`config.mk`:
```
export PLATFORM = sky130hd
export DESIGN_NAME = imq_pos_ram
export DESIGN_NICKNAME = d
export VERILOG_FILES = /design/src/rtl/core/imq_pos_ram.sv
export SDC_FILE = /design/constraint.sdc
export NUM_CORES = 2
export LEC_CHECK = 0
export BUFFER_PORTS_ARGS = -buffer_cell sky130_fd_sc_hd__buf_2
export CAP_MARGIN = 20
export CORE_ASPECT_RATIO = 0.7
export CORE_UTILIZATION = 50
export CTS_BUF_LIST = sky130_fd_sc_hd__clkbuf_8 sky130_fd_sc_hd__clkbuf_16
export DETAILED_ROUTE_END_ITERATION = 7
export PLACE_DENSITY = 0.65
export SLEW_MARGIN = 20
export SYNTH_ARGS = -nofsm -noshare
export SYNTH_HDL_FRONTEND = slang
export SYNTH_SLANG_ARGS = --single-unit
```
`constraint.sdc`:
```
create_clock -name aclk -period 4.75 [get_ports aclk]
set_input_delay 0.475 -clock aclk [delete_from_list [all_inputs] [get_ports aclk]]
set_output_delay 0.475 -clock aclk [all_outputs]
set_load 0.01 [all_outputs]
```
`src/rtl/core/imq_pos_ram.sv`:
```
`timescale 1ns / 1ps
`default_nettype none
// Vertex position map, with no reset of its own; the core's clearing pass after reset zeroes every entry.
module imq_pos_ram #(
    parameter int AW = 8,
    parameter int DW = 9
) (
    input  wire logic          aclk,
    input  wire logic          we,
    input  wire logic [AW-1:0] waddr,
    input  wire logic [DW-1:0] wdata,
    input  wire logic [AW-1:0] raddr,
    output logic      [DW-1:0] rdata
);
    logic [DW-1:0] mem [2**AW];

    always_ff @(posedge aclk) begin
        if (we) begin
            mem[waddr] <= wdata;
        end
        rdata <= mem[raddr];
    end
endmodule
`default_nettype wire

```
==> reports/qor.csv <==
metric,value,unit
post-synthesis register bit count,2313,
Die Area,180300,sq um
Synth cell types,57,
initial drt markers,6781,
Avg Synthesized Cell Area,21.07,sq um
Post-synth top cells,"edfxtp_1 (2304), mux4_2 (467), nor2_1 (305)",
"count leader, synth",edfxtp_1,
maxcap violations,0,
max-slew violations,0,
clock-pin slew on the worst setup and hold paths,0.06,ns
WP data arrival,4.05,ns
Synthesized Nets,4264,
hold_buf cts,0,
Bufs and invs on worst path,2,
global-route wire length before repair,326.4,mm
cts bufs inserted,205,
Critical Path Sink Type,flip-flop,
Post-Synthesis Cells,4237,
P per Cell Area,409.1,nW/um^2
final RePlAce weighted congestion,0.9218,
initial core utilization,0.5042,
clk_skew,0.04166,ns
"Seq/Total Area, Yosys",0.7770,
Post-Layout Inst Area,99480,sq um
slowest CP cell,a211oi_1,
main flop type after synthesis,edfxtp_1,
Hold Path Depth,1,
initial antenna violation count,9,
Worst path depth,8,
die span in y,355.5,microns
total track usage,0.2552,
unrepaired setup endpoints after global routing,no,
Top delay family on crit path,compound AO/OA/AOI/OAI gates,
WP data required,5.48,ns
worst path cell trace,buf_8 -> buf_12 -> mux2i_1 -> o22ai_1 -> a211oi_1 -> a21oi_1 -> a32oi_1 -> nor3_1,
post-CTS sizing,0,
CTS tree,done,
worst hold start,wdata[1],
DIE WIDTH,507.1,microns
Clock Root Buffer,clkbuf_16,
Least-Margin Pin Slew,1.172,ns
IO Pins,36,
worst r2r path cells,5,
number of synthesized flops with an enable pin,2304,
status,"finished, final reports clean",
grt total ovfl,0,
Fin. Hold Viols,0,
Leak,31.02,nW
Total Wirelength,228.5,mm
reg2reg start,mem[82][1]$_DFFE_PP_,
DR pass1 iterations,8,
Antenna Nets Post-Route,0,
Fmax,0.3015,GHz
setup TNS,0,ns
fin util,0.5618,
layout cell share with drive strength beyond 1,0.2270,
DRC Markers,0,
PortBufs,35,
final number of setup-violating endpoints,0,
Post-Syn Area,89280,sq um
Post-synth ARST share,0,
crit path max fanout,75,
Worst VDD drop,0.4048,mV
clk_lat worst skew,0.86,ns
post-synth top area share,0.7750,
FF-to-FF setup slack,1.84,ns
"Warnings, synthesis",0,
max incr delay on CP,0.74,ns
pin count of the biggest net entering global routing,146,
Vias per Instance,6.466,
WL/cell,32.76,microns
Via Count,45100,
Final HPWL DP,142.5,mm
ranking of synthesized cells by area,"edfxtp_1 (77%), mux4_2 (12%), mux2i_1 (2.0%)",
CP startpoint kind,input pin,
Cell Rows,129,
max_slew headroom,0.2189,
area post-placement,93060,sq um
core box area,177100,sq um
critical path type,input pin to flip-flop,
Final #Nets,4474,
min Tclk post-route,3.317,ns
area grow syn2layout,11.42,%
number of global-route vias before repair,43340,
WHS Endpoint,mem[83][1]$_DFFE_PP_,
CTS Sinks,2313,
"Period Utilization, post-route",0.6982,
"Setup Fix Bufs, Post-CTS",0,
H-Tree Depth,4,
Yosys top cell by area,edfxtp_1,
# fillers,12990,
Worst R2R End,rdata[1]$_DFF_P_,
clock tree buffer depth,3,
Power Total,40.70,mW
min-delay worst type,input pin to flip-flop,
[per-layer routing]
metal  up-vias  wire length, microns  track usage
met1     23930                 96290       0.3921
met2      2655                 96980       0.3483
met4         2                  4244      0.05284
li1      18210                     -            -
met5         -                    13            0
met3       304                 30970      0.09422
[kinds of logic (layout without fill, tap and decap cells)]
group / count (synthesis) / after routing / share of synthesized area
multiplexers: 674 / 674 / 0.1429
AND/OR/NAND/NOR: 500 / 500 / 0.02504
AO/OA/AOI/OAI: 489 / 489 / 0.03752
buffers and inverters: 261 / 637 / 0.01752
other: 0 / 4 / 0
flip-flops: 2313 / 2313 / 0.7770
[layout by cell type (no fill, tap or decap), drive strengths merged, types with 6 or more instances in the layout]
master,Yosys,final
edfxtp,2304,2304
mux4,476,476
nor2,305,305
buf,139,258
clkbuf,120,213
mux2i,177,177
a22oi,174,174
a21oi,98,98
clkinv,1,90
o22ai,65,65
inv,1,54
nand2,40,40
o221ai,36,36
o21ai,36,36
nand3,31,31
nor2b,28,28
nor4,27,27
a211oi,26,26
nor3,21,21
mux2,21,21
bufinv,0,13
a221oi,11,11
nand4,11,11
a31oi,10,10
nand2b,9,9
clkinvlp,0,9
dfxtp,9,9
a22o,8,8
o31a,8,8
or2,6,6
[stage by stage]
stage                     hold WS (ns)  cells  setup WS [ns]
after global placement          0.8936   6597         0.4730
after detailed placement        0.8952   6598         0.6286
after global routing           0.06820   6974          1.238
after CTS                      0.07195   6971          1.541
after floorplan                 0.5739   4237          2.414
final                          0.08062   6975          1.433
[worst max path at each step]
stage               slack, ns                     to  startpoint
floorplan                2.41  mem[235][0]$_DFFE_PP_    waddr[3]
global placement         0.47       rdata[0]$_DFF_P_    raddr[0]
detailed placement       0.63       rdata[5]$_DFF_P_    raddr[0]
CTS                      1.54       rdata[5]$_DFF_P_    raddr[0]
global route             1.24       rdata[7]$_DFF_P_    raddr[0]
finish                   1.43       rdata[7]$_DFF_P_    raddr[0]
[layout make-up]
type	count	area (sq um)	share of cell area
multi-input combinational	1663	18410	0.1851
clock buffer	209	5230	0.05258
clock inverter	164	1167	0.01174
tap	2358	2950	0.02966
timing repair buffer	262	2335	0.02347
inverter	2	7.507	0.00007547
sequential	2313	69370	0.6973
antenna	4	10.01	0.0001006
[state kept, by name (all words and copies together) (netlist names)]
register and cells:
mem 2304, rdata 9
[where the power goes]
group | switching (mW) | internal, mW | total [mW]
Combinational | 1.42 | 0.692 | 2.11
Clock | 7.39 | 8.68 | 16.1
Sequential | 0.0302 | 22.5 | 22.5
(Power assumes the default switching activity.)
